[config.mk]
export PLATFORM = sky130hd
export DESIGN_NAME = timed_event_queue_scheduler_top
export DESIGN_NICKNAME = d
export VERILOG_FILES = /design/src/hw/rtl/teqs_pkg.sv /design/src/hw/rtl/teqs_engine.sv /design/src/hw/rtl/timed_event_queue_scheduler_top.sv
export VERILOG_INCLUDE_DIRS = /design/src /design/src/hw/rtl
export SDC_FILE = /design/constraint.sdc
export NUM_CORES = 2
export LEC_CHECK = 0
export BUFFER_PORTS_ARGS = -buffer_cell sky130_fd_sc_hd__buf_2
export CORE_MARGIN = 2
export CORE_UTILIZATION = 50
export DETAILED_ROUTE_END_ITERATION = 10
export PLACE_DENSITY = 0.7
export SLEW_MARGIN = 20
export SYNTH_ARGS = -nofsm -noshare
export SYNTH_HDL_FRONTEND = slang
export SYNTH_SLANG_ARGS = --single-unit
[constraint.sdc]
create_clock -name i_clk -period 4.7 [get_ports i_clk]
set_input_delay 0.94 -clock i_clk [delete_from_list [all_inputs] [get_ports i_clk]]
set_output_delay 0.94 -clock i_clk [all_outputs]
set_load 0.03 [all_outputs]
[src/hw/rtl/timed_event_queue_scheduler_top_defines.svh]
// Assertion macros for the scheduler engine RTL.
// Included by teqs_engine, which carries concurrent checks; needs nothing else.
`ifndef TIMED_EVENT_QUEUE_SCHEDULER_TOP_DEFINES_SVH
`define TIMED_EVENT_QUEUE_SCHEDULER_TOP_DEFINES_SVH

// Check a property on every clock edge outside reset.
`define TEQS_ASSERT(lbl, clk, rstn, prop, msg) \
    lbl: assert property (@(posedge clk) disable iff (!rstn) prop) else $error(msg);

// Check a property on the edge that follows a cycle held in reset.
`define TEQS_ASSERT_AFTER_RESET(lbl, clk, rstn, prop, msg) \
    lbl: assert property (@(posedge clk) !rstn |=> prop) else $error(msg);

`endif

[src/hw/rtl/teqs_pkg.sv]
// Types and constants of the timed event queue scheduler.
// No dependencies; imported by teqs_engine and the top level.
`default_nettype none

package teqs_pkg;

    localparam int TIME_W = 32;
    localparam int TASK_W = 8;
    localparam int OCC_W  = 6;
    localparam int PER_W  = 8;

    // Request codes carried on the slave tuser
    typedef enum logic [1:0] {
        REQ_SCHED  = 2'd0,
        REQ_STEP   = 2'd1,
        REQ_REBASE = 2'd2
    } t_req;

    // Result codes carried on the master tuser
    typedef enum logic [1:0] {
        KIND_NONE = 2'd0,
        KIND_CPU  = 2'd1,
        KIND_TASK = 2'd2,
        KIND_FULL = 2'd3
    } t_kind;

    // Configuration register indexes
    localparam logic CFG_CPU_ENABLE = 1'b0;
    localparam logic CFG_CPU_PERIOD = 1'b1;

    typedef struct packed {
        t_req               req_type;
        logic [TASK_W-1:0]  task_id;
        logic [TIME_W-1:0]  delay;
    } t_req_beat;

    typedef struct packed {
        t_kind              kind;
        logic [TASK_W-1:0]  out_task;
        logic [TIME_W-1:0]  now;
        logic [OCC_W-1:0]   occupancy;
    } t_result;

    typedef struct packed {
        logic               cpu_enable;
        logic [PER_W-1:0]   cpu_period;
    } t_cfg;

endpackage

`default_nettype wire

[src/hw/rtl/teqs_engine.sv]
// Scheduler engine: sorted task queue in a ring memory, time keeping, request sequencer.
// Depends on teqs_pkg and the assertion macro header.
`default_nettype none
`include "timed_event_queue_scheduler_top_defines.svh"

module teqs_engine #(
    parameter int DEPTH   = 32,
    parameter int ID_BITS = 8
) (
    input  wire logic               i_clk,
    input  wire logic               i_rst_n,
    input  wire logic               i_start,
    input  wire teqs_pkg::t_req_beat i_req,
    input  wire teqs_pkg::t_cfg     i_cfg,
    output logic                    o_ready,
    output logic                    o_res_valid,
    input  wire logic               i_res_ready,
    output teqs_pkg::t_result       o_res
);
    import teqs_pkg::*;

    localparam int AW = (DEPTH > 1) ? $clog2(DEPTH) : 1;
    localparam int CW = $clog2(DEPTH + 1);
    localparam int WW = TIME_W + ID_BITS;

    typedef enum logic [2:0] {
        ST_IDLE,
        ST_SCAN,
        ST_STEP,
        ST_REB,
        ST_DONE
    } t_state;

    t_state                 r_state;
    logic [AW-1:0]          r_head;
    logic [CW-1:0]          r_count;
    logic [TIME_W-1:0]      r_gt;
    logic [TIME_W-1:0]      r_cpu_next;
    logic [AW-1:0]          r_addr;
    logic [CW-1:0]          r_k;
    logic [TIME_W-1:0]      r_new_due;
    logic [TIME_W-1:0]      r_carry_due;
    logic [ID_BITS-1:0]     r_carry_id;
    logic                   r_found;
    t_kind                  r_res_kind;
    logic [ID_BITS-1:0]     r_res_task;

    // Queue store: {due time, task id} per entry, ring addressed from r_head
    logic [WW-1:0]          r_mem [DEPTH];
    logic [WW-1:0]          r_rd_q;

    logic [AW-1:0]          rd_addr;
    logic                   wr_en;
    logic [AW-1:0]          wr_addr;
    logic [WW-1:0]          wr_data;
    logic [AW-1:0]          addr_inc;
    logic [AW-1:0]          head_inc;
    logic [TIME_W-1:0]      rd_due;
    logic [ID_BITS-1:0]     rd_id;
    logic                   scan_take;
    logic                   step_hit;
    logic                   reb_last;
    logic [TIME_W-1:0]      slot_time;
    logic [TIME_W-1:0]      new_due;

    // Decode read data and ring increments
    always_comb begin
        rd_due    = r_rd_q[WW-1:ID_BITS];
        rd_id     = r_rd_q[ID_BITS-1:0];
        addr_inc  = (r_addr == AW'(DEPTH - 1)) ? '0 : r_addr + 1'b1;
        head_inc  = (r_head == AW'(DEPTH - 1)) ? '0 : r_head + 1'b1;
        scan_take = r_found || (rd_due > r_new_due);
        step_hit  = (r_count != '0) && (rd_due <= r_gt);
        reb_last  = (r_k == r_count - 1'b1);
        slot_time = r_gt + TIME_W'(i_cfg.cpu_period);
        new_due   = r_gt + i_req.delay;
    end

    // Drive the memory ports: read ahead one entry, write the entry in hand
    always_comb begin
        rd_addr = r_head;
        wr_en   = 1'b0;
        wr_addr = r_addr;
        wr_data = {r_carry_due, r_carry_id};
        case (r_state)
            ST_SCAN: begin
                rd_addr = addr_inc;
                wr_en   = (r_k == r_count) || scan_take;
            end
            ST_REB: begin
                rd_addr = addr_inc;
                wr_en   = 1'b1;
                wr_data = {rd_due - r_gt, rd_id};
            end
            default: begin
                rd_addr = r_head;
            end
        endcase
    end

    // Synchronous memory, one write and one registered read per cycle
    always_ff @(posedge i_clk) begin
        if (wr_en) begin
            r_mem[wr_addr] <= wr_data;
        end
        r_rd_q <= r_mem[rd_addr];
    end

    // Request sequencer
    always_ff @(posedge i_clk) begin
        if (!i_rst_n) begin
            r_state    <= ST_IDLE;
            r_head     <= '0;
            r_count    <= '0;
            r_gt       <= '0;
            r_cpu_next <= '0;
        end else begin
            case (r_state)
                ST_IDLE: begin
                    if (i_start) begin
                        r_res_kind  <= KIND_NONE;
                        r_res_task  <= '0;
                        r_addr      <= r_head;
                        r_k         <= '0;
                        r_found     <= 1'b0;
                        r_new_due   <= new_due;
                        r_carry_due <= new_due;
                        r_carry_id  <= ID_BITS'(i_req.task_id);
                        case (i_req.req_type)
                            REQ_SCHED: begin
                                if (r_count == CW'(DEPTH)) begin
                                    r_res_kind <= KIND_FULL;
                                    r_state    <= ST_DONE;
                                end else begin
                                    r_state <= ST_SCAN;
                                end
                            end
                            REQ_STEP: begin
                                r_state <= ST_STEP;
                            end
                            REQ_REBASE: begin
                                if (r_count == '0) begin
                                    r_cpu_next <= (r_gt < r_cpu_next) ?
                                                  r_cpu_next - r_gt : '0;
                                    r_gt       <= '0;
                                    r_state    <= ST_DONE;
                                end else begin
                                    r_state <= ST_REB;
                                end
                            end
                            default: begin
                                r_state <= ST_DONE;
                            end
                        endcase
                    end
                end
                // Walk from the head; from the insertion point on, carry each entry one down
                ST_SCAN: begin
                    if (r_k == r_count) begin
                        r_count <= r_count + 1'b1;
                        r_state <= ST_DONE;
                    end else begin
                        if (scan_take) begin
                            r_carry_due <= rd_due;
                            r_carry_id  <= rd_id;
                            r_found     <= 1'b1;
                        end
                        r_k    <= r_k + 1'b1;
                        r_addr <= addr_inc;
                    end
                end
                // Dispatch the head task, else advance CPU slots; CPU off sets time to all ones
                ST_STEP: begin
                    if (step_hit) begin
                        r_gt       <= rd_due;
                        r_res_task <= rd_id;
                        r_res_kind <= KIND_TASK;
                        r_head     <= head_inc;
                        r_count    <= r_count - 1'b1;
                    end else if (i_cfg.cpu_enable) begin
                        if (r_gt >= r_cpu_next) begin
                            r_res_kind <= KIND_CPU;
                            r_cpu_next <= slot_time;
                            r_gt       <= slot_time;
                        end else begin
                            r_gt <= r_cpu_next;
                        end
                    end else begin
                        r_gt <= '1;
                    end
                    r_state <= ST_DONE;
                end
                // Shift every stored due time down by the current time
                ST_REB: begin
                    r_k    <= r_k + 1'b1;
                    r_addr <= addr_inc;
                    if (reb_last) begin
                        r_cpu_next <= (r_gt < r_cpu_next) ? r_cpu_next - r_gt : '0;
                        r_gt       <= '0;
                        r_state    <= ST_DONE;
                    end
                end
                // Hold the result until the output register is free
                ST_DONE: begin
                    if (i_res_ready) begin
                        r_state <= ST_IDLE;
                    end
                end
                default: begin
                    r_state <= ST_IDLE;
                end
            endcase
        end
    end

    assign o_ready            = (r_state == ST_IDLE);
    assign o_res_valid        = (r_state == ST_DONE);
    assign o_res.kind         = r_res_kind;
    assign o_res.out_task     = TASK_W'(r_res_task);
    assign o_res.now          = r_gt;
    assign o_res.occupancy    = OCC_W'(r_count);

    `TEQS_ASSERT_AFTER_RESET(a_reset_empty, i_clk, i_rst_n,
        (r_state == ST_IDLE) && (r_count == '0), "engine not idle and empty after reset")
    `TEQS_ASSERT(a_count_bound, i_clk, i_rst_n,
        r_count <= CW'(DEPTH), "queue count beyond depth")
    `TEQS_ASSERT(a_start_idle, i_clk, i_rst_n,
        i_start |-> (r_state == ST_IDLE), "request started while busy")
    `TEQS_ASSERT(a_dispatch_pop, i_clk, i_rst_n,
        ((r_state == ST_STEP) && step_hit) |=> (r_count == $past(r_count) - 1'b1),
        "dispatch did not pop one entry")
    `TEQS_ASSERT(a_rebase_zero, i_clk, i_rst_n,
        ((r_state == ST_REB) && reb_last) |=> (r_gt == '0), "rebase left time non-zero")

endmodule

`default_nettype wire

[src/hw/rtl/timed_event_queue_scheduler_top.sv]
// Timed event queue scheduler: stream wrapper, configuration registers, output register.
// Depends on teqs_pkg and teqs_engine.
//
// Usage: requests arrive as beats on the s_axis channel (tuser = request code,
// tdata = task id and delay). Every request gives exactly one result beat on
// m_axis (tuser = result kind, tdata = task id, time and queue occupancy).
// Configuration (CPU enable, CPU slot period) is written through the plain
// i_cfg_we / i_cfg_idx / i_cfg_wdata port while no request is in flight.
// Work per request, from accept to result in the output register: step,
//   unknown code or full-queue schedule: no walk of the memory; schedule:
//   walks every stored entry from the head, shifting entries one down from
//   the insertion point; rebase: walks every stored entry (none if empty).
// The queue memory has one write and one read port, which sets the one
// entry per cycle rate of schedule and rebase. One request is handled at a
// time; the next is taken as soon as the result sits in the output register.
// Reset (synchronous, active low) empties the queue and zeroes time and the
// CPU slot time; CPU enable returns to 1 and the period to 2. Queue memory
// contents are not cleared. When m_axis stalls, the result beat holds in the
// output register, one more request may complete into the engine, and the
// block then holds off s_axis until the output register drains.
`default_nettype none

module timed_event_queue_scheduler_top #(
    parameter int DEPTH   = 32,
    parameter int ID_BITS = 8
) (
    input  wire logic        i_clk,
    input  wire logic        i_rst_n,
    // Request channel
    input  wire logic        s_axis_tvalid,
    output logic             s_axis_tready,
    input  wire logic [39:0] s_axis_tdata,   // [7:0] task_id, [39:8] delay
    input  wire logic [1:0]  s_axis_tuser,   // [1:0] req_type
    // Result channel
    output logic             m_axis_tvalid,
    input  wire logic        m_axis_tready,
    output logic [47:0]      m_axis_tdata,   // [7:0] out_task, [39:8] now, [45:40] occupancy
    output logic [1:0]       m_axis_tuser,   // [1:0] kind
    // Configuration write port
    input  wire logic        i_cfg_we,
    input  wire logic        i_cfg_idx,
    input  wire logic [7:0]  i_cfg_wdata
);
    import teqs_pkg::*;

    t_cfg       r_cfg;
    t_req_beat  req;
    t_result    eng_res;
    t_result    r_out;
    logic       r_out_valid;
    logic       eng_ready;
    logic       eng_res_valid;
    logic       out_free;
    logic       start;

    // Configuration registers
    always_ff @(posedge i_clk) begin
        if (!i_rst_n) begin
            r_cfg.cpu_enable <= 1'b1;
            r_cfg.cpu_period <= PER_W'(2);
        end else if (i_cfg_we) begin
            case (i_cfg_idx)
                CFG_CPU_ENABLE: r_cfg.cpu_enable <= i_cfg_wdata[0];
                CFG_CPU_PERIOD: r_cfg.cpu_period <= i_cfg_wdata[PER_W-1:0];
                default: begin
                    r_cfg <= r_cfg;
                end
            endcase
        end
    end

    // Unpack the request beat
    always_comb begin
        req.req_type = t_req'(s_axis_tuser);
        req.task_id  = s_axis_tdata[TASK_W-1:0];
        req.delay    = s_axis_tdata[TASK_W+TIME_W-1:TASK_W];
    end

    assign s_axis_tready = eng_ready;
    assign start         = s_axis_tvalid && eng_ready;
    assign out_free      = !r_out_valid || m_axis_tready;

    teqs_engine #(
        .DEPTH   (DEPTH),
        .ID_BITS (ID_BITS)
    ) u_engine (
        .i_clk       (i_clk),
        .i_rst_n     (i_rst_n),
        .i_start     (start),
        .i_req       (req),
        .i_cfg       (r_cfg),
        .o_ready     (eng_ready),
        .o_res_valid (eng_res_valid),
        .i_res_ready (out_free),
        .o_res       (eng_res)
    );

    // Output register: load a finished result, hold it while the receiver stalls
    always_ff @(posedge i_clk) begin
        if (!i_rst_n) begin
            r_out_valid <= 1'b0;
        end else if (out_free) begin
            r_out_valid <= eng_res_valid;
        end
    end

    always_ff @(posedge i_clk) begin
        if (out_free && eng_res_valid) begin
            r_out <= eng_res;
        end
    end

    assign m_axis_tvalid = r_out_valid;
    assign m_axis_tuser  = r_out.kind;
    assign m_axis_tdata  = {2'b00, r_out.occupancy, r_out.now, r_out.out_task};

endmodule

`default_nettype wire
Word level (Yosys, flattened, before mapping)
Memory sizes are Yosys's and may differ from the RTL's. A register that Yosys moved wholly into a read port is not among the register bits. Cells that the tools add are included.

Memories: 1. Bits in registers: 230. ROM bits: 0. Output and inout port bits: 52. Bits in writable memories: 1280. Latch bits: 0. Input port bits: 56. Logic and storage cells: 150.

Muxes and demuxes: 62. Multipliers: 0. Add/sub/neg operators: 9. Equality and inequality tests: 24. Shifts and indexed selects: 0. Divide/modulo/power cells: 0. Bitwise operators: 1. $lt $le $gt $ge: 4. Reduce and logical (&&, ||, !) cells: 29.

Memories: u_engine.r_mem (depth 32, width 40, read ports 1, clocked after memory_dff 1, write ports 1, line teqs_engine.sv:49) `logic [WW-1:0] r_mem [DEPTH];`.

Operators by type and width (count): $mux W32 (17); $pmux W32 S3 (2); $pmux W32 S2 (1); $sub A32 B32 Y32 (2); $mux W40 (1); $mux W8 (5); $add A32 B32 Y32 (1); $add A32 B8 Y32 (1); $ge A32 B32 Y1 (1); $gt A32 B32 Y1 (1); $le A32 B32 Y1 (1); $lt A32 B32 Y1 (1); $pmux W8 S2 (2); $mux W5 (5); $mux W6 (4); $mux W3 (6); $pmux W6 S3 (1); $ne A2 B1 Y1 const B (8); $pmux W3 S5 (1); $pmux W5 S3 (1); $reduce_and A5 Y1 (3); $add A6 B1 Y6 const B (2); $eq A6 B6 Y1 (2); $mux W2 (6); other kinds (32) (54).

Depth between registers and ports, before layout
Depth in word-level cells: 6. Gate-level depth with buffers: 15. Gate-level depth less buffers: 13.

Cells and area by module
From an unflattened synthesis, not the netlist that was laid out.

Cell total of the unflattened synthesis: 5793. Area total of the unflattened synthesis: 68166.6 um2.

Modules (own cells, without submodules): teqs_engine (area each 66256.0 um2, cells each 5693, sequential area each 43621.8 um2, times used 1); timed_event_queue_scheduler_top (area each 1910.6 um2, cells each 100, sequential area each 1641.6 um2, times used 1).

Worst setup path after synthesis
No wires, ideal clock.

Path kind: register to register. Start: register u_engine.r_rd_q[9], read port of u_engine.r_mem. End: memory u_engine.r_mem[19][0] in the netlist's numbering, enable pin. Clock period less this slack: 5.065 ns. Library setup time: 0.487 ns. Required time: 4.213 ns. Buffers on the path: 1. Cell stages (with the launch flop): 12. Path slack: -0.365 ns. Arrival: 4.579 ns. Cell sequence: dfxtp_1 ha_1 nor2b_1 o21a_1 o21a_1 o21a_1 o21bai_1 a21o_1 a31oi_1 o21ai_1 clkbuf_1 nor3_1.

Longest elaborated chain between the ends: 6.

Ends and longest elaborated chain: start, declared (line teqs_engine.sv:50) `logic [WW-1:0] r_rd_q;`; $gt A32 B32 Y1 (line teqs_engine.sv:72) `scan_take = r_found || (rd_due > r_new_due);`; $logic_or A1 B1 Y1 (line teqs_engine.sv:72); $logic_or A1 B1 Y1 (line teqs_engine.sv:88) `wr_en = (r_k == r_count) || scan_take;`; $pmux W1 S2 (line teqs_engine.sv:85) `case (r_state)`; $mux W1 (line teqs_engine.sv:103) `if (wr_en) begin`; $mux W1 (not written as such) (line teqs_engine.sv:104) `r_mem[wr_addr] <= wr_data;`; end, declared (line teqs_engine.sv:49).

No other way between the ends.

Worst setup path in the final report
Start: register u_engine.r_gt[8]. End: memory u_engine.r_mem[0][39] in the netlist's numbering, data pin.

Longest elaborated chain between the ends: 2.

Ends and longest elaborated chain: start, declared (line teqs_engine.sv:37) `logic [TIME_W-1:0] r_gt;`; start signal, assigned (line teqs_engine.sv:175) `r_gt <= rd_due;`; start signal, assigned (line teqs_engine.sv:184) `r_gt <= slot_time;`; start signal, assigned (line teqs_engine.sv:186) `r_gt <= r_cpu_next;`; $sub A32 B32 Y32 (line teqs_engine.sv:93) `wr_data = {rd_due - r_gt, rd_id};`; $mux W40 (line teqs_engine.sv:85); named net u_engine.wr_data[39] (line teqs_engine.sv:55) `logic [WW-1:0] wr_data;`.

The timed path passes the listed nets, and every way through them passes these cells.

==> metrics.md <==
| Metric | Value |
|---|---|
| Main synth FF type | edfxtp_1 |
| Crit end category | register |
| DRT Wirelength | 191.2 mm |
| Crit path DAT | 4.75 ns |
| Critical path type | reg2reg |
| TritonCTS sink count | 1,550 |
| Reg clk slew, reported paths | 0.06 ns |
| Setup Skew | 0.03211 ns |
| Top cells by area, synth | edfxtp_1 (62%), nand2_1 (8.2%), dfxtp_1 (3.7%) |
| Die X | 374.0 µm |
| Hold path cells | 2 |
| #FFs+latches synth | 1,550 |
| Number of synthesized flops with an enable pin | 1,422 |
| Critical path required time | 5.17 ns |
| M3 GR Usage | 0.04845 |
| RD Place Congestion | 0.9579 |
| Top-area cell type share of the netlist area | 0.6238 |
| Min-Delay Path Class | in2reg |
| H-tree depth | 4 |
| Via count | 47,823 |
| Met1 Use GR | 0.3652 |
| Fraction of layout cells with a size suffix above 1 | 0.1062 |
| Die ar. | 139,900 µm² |
| Worst-margin pin slew | 1.076 ns |
| GRT Residual Overflow | 0 |
| Critical path peak fanout | 32 |
| Register area | 45,260 µm² |
| Synth Warn # | 0 |
| Skew-Pair Late Insertion Delay | 0.80 ns |
| Post-route ant nets | 0 |
| Vias in the first global route | 45,494 |
| Post-synthesis sequential area ratio | 0.6612 |
| Global-route wire length before repair | 283.7 mm |
| Post-synthesis cell type count | 90 |
| Grt met2 use | 0.4329 |
| RSZ-0062 raised after global routing | false |
| Multi-input gate area | 21,650 µm² |
| Fmax | 0.2336 GHz |
| Area Overhead vs Synth | 12.75% |
| CP startpoint kind | register |
| Antenna violations before repair | 5 |
| Vias per cell | 6.161 |
| Top Ports | 108 |
| DRC viols | 0 |
| Max Cap Violations | 0 |
| Syn_area_per_cell | 11.83 µm² |
| Final Critical Period | 4.281 ns |
| Cell area power density | 410.1 nW/µm² |
| Peak supply drop | 426.3 µV |
| Nets | 6,064 |
| Detailed-router iteration count before antenna repair | 5 |
| Total GRT Usage | 0.2688 |
| GRT busiest layer | met2 |
| Setup violations, final | 0 |
| CTS buffer count | 155 |
| Final-layout fill cell count | 10,744 |
| Drt wl/cell | 24.64 µm |
| Setup TNS | 0 ns |
| Port Buffers | 105 |
| Synthesized cell area | 68,450 µm² |
| Max-slew violations | 0 |
| Largest net degree at the start of global routing | 143 |
| Root Buffer | clkbuf_16 |
| Async S/R FF share, synth | 0 |
| CTS Hold Buffers Added | 0 |
| Pwr Total | 31.65 mW |
| Core ar. | 135,600 µm² |
| CTS tree | done |
| R2R cell count | 11 |
| Fin. Hold Viols | 0 |
| Post-DP HPWL | 110.0 mm |
| Status | complete, no violations |
| N_diodes | 0 |
| Slew margin rel. | 0.2780 |
| Leading area contributor after synthesis | edfxtp_1 |
| CTS resizes | 0 |
| Initial Util | 0.5047 |
| Row count | 135 |
| # Post-CTS Setup Buffers | 0 |
| Final worst path period share | 0.9109 |
| Starting DRC count in detailed routing | 5,968 |
| Die height | 374.0 µm |
| CTS Buffer Depth | 3 |
| Cell count after synthesis | 5,785 |
| LEAKAGE | 27.60 nW |
==> logic make-up after synthesis <==
logic type,share of synthesized area
DFF,0.6612
adders and majority gates,0.02767
and+or+nand+nor,0.1522
muxes,0.005538
other,0.00005478
xor gates and xnor gates,0.01702
AOI/OAI and AO/OA,0.1081
buffers and inverters,0.02820
==> cell usage in the layout (no fill, tap or decap), types with 47 or more instances in the layout <==
cell	instances
a211oi_1	57
a21o_1	106
a21oi_1	226
a311oi_1	243
a31oi_1	98
and3_1	186
buf_12	65
buf_2	105
buf_4	121
clkbuf_16	161
dfxtp_1	128
edfxtp_1	1422
ha_1	145
inv_1	102
nand2_1	1502
nand3_1	373
nor2_1	116
o21ai_0	105
xnor2_1	86
xor2_1	47
==> cell usage after synthesis (18+ instances only) <==
cell type / instances
nand2_1: 1503
edfxtp_1: 1422
nand3_1: 373
clkbuf_1: 264
a311oi_1: 243
a21oi_1: 226
and3_1: 187
ha_1: 145
o21ai_0: 134
dfxtp_1: 128
nor2_1: 117
a21o_1: 106
inv_1: 103
a31oi_1: 98
xnor2_1: 86
buf_2: 75
nor3_1: 61
a211oi_1: 57
xor2_1: 47
nand4_1: 33
buf_1: 29
nand2b_1: 24
mux2i_1: 21
o21bai_1: 21
o21a_1: 18
==> metal layers <==
metal / part of all wire / wire (µm)
met5: 0.00022 / 42
met1: 0.40 / 76940
met4: 0.035 / 6619
met2: 0.47 / 89990
met3: 0.092 / 17650
==> layout make-up <==
class / instances / share of cell area
clock buffers: 205 / 0.05460
clock inverters: 74 / 0.008576
inverters: 105 / 0.005301
multi-input cells: 3755 / 0.2806
flip-flops and latches: 1550 / 0.5865
well taps: 1781 / 0.02887
repair buffers: 292 / 0.03559
==> registers in the layout, summed over array words and instances, names as in the netlist, 8 cells and up <==
signal and count:
u_engine.r_mem 1280, m_axis_tdata 46, u_engine.r_rd_q 40, u_engine.r_carry_due 32, u_engine.r_cpu_next 32, u_engine.r_gt 32, u_engine.r_new_due 32, r_cfg 9
u_engine.r_carry_id 8, u_engine.r_res_task 8
==> critical path, stage by stage, from the launching register on <==
cell and delay [ns]:
dfxtp_1 0.48, inv_1 0.18, ha_1 0.42, a21oi_1 0.21
and3b_1 0.21, a2111oi_0 0.40, a21oi_1 0.26, o41ai_1 0.52
nor2b_1 0.16, a311oi_1 0.34, xor2_1 0.17, o21ai_4 0.61
==> power by group <==
part           switching [mW]  total, mW  internal [mW]
clock                    5.17       12.0           6.86
sequential              0.190       15.6           15.4
combinational            2.63       4.00           1.36
==> path summary, 6_finish.rpt <==
check | end | startpoint | slack (ns)
worst min-delay path | r_cfg[8] | i_cfg_wdata[0] | 0.38
worst min register to register | m_axis_tdata[6] | u_engine.r_res_task[6] | 0.40
worst max register to register | u_engine.r_mem[0][39] | u_engine.r_gt[8] | 0.42
worst max-delay path | u_engine.r_mem[0][39] | u_engine.r_gt[8] | 0.42
==> through the flow <==
step | area, µm² | std cells | util | hold slack (ns) | setup WS, ns
floorplan | 68460 | 5786 | - | 0.4003 | -0.3654
global placement | 72250 | 7482 | 0.5327 | 0.4059 | 0.1704
detailed placement | 72250 | 7482 | 0.5327 | 0.4045 | 0.1714
CTS | 77130 | 7761 | 0.5687 | 0.3346 | 0.2170
global route | 77180 | 7762 | 0.5690 | 0.3744 | 0.1299
finish | 77180 | 7762 | 0.5690 | 0.3819 | 0.4187
Power figures use the tool's default switching activity.
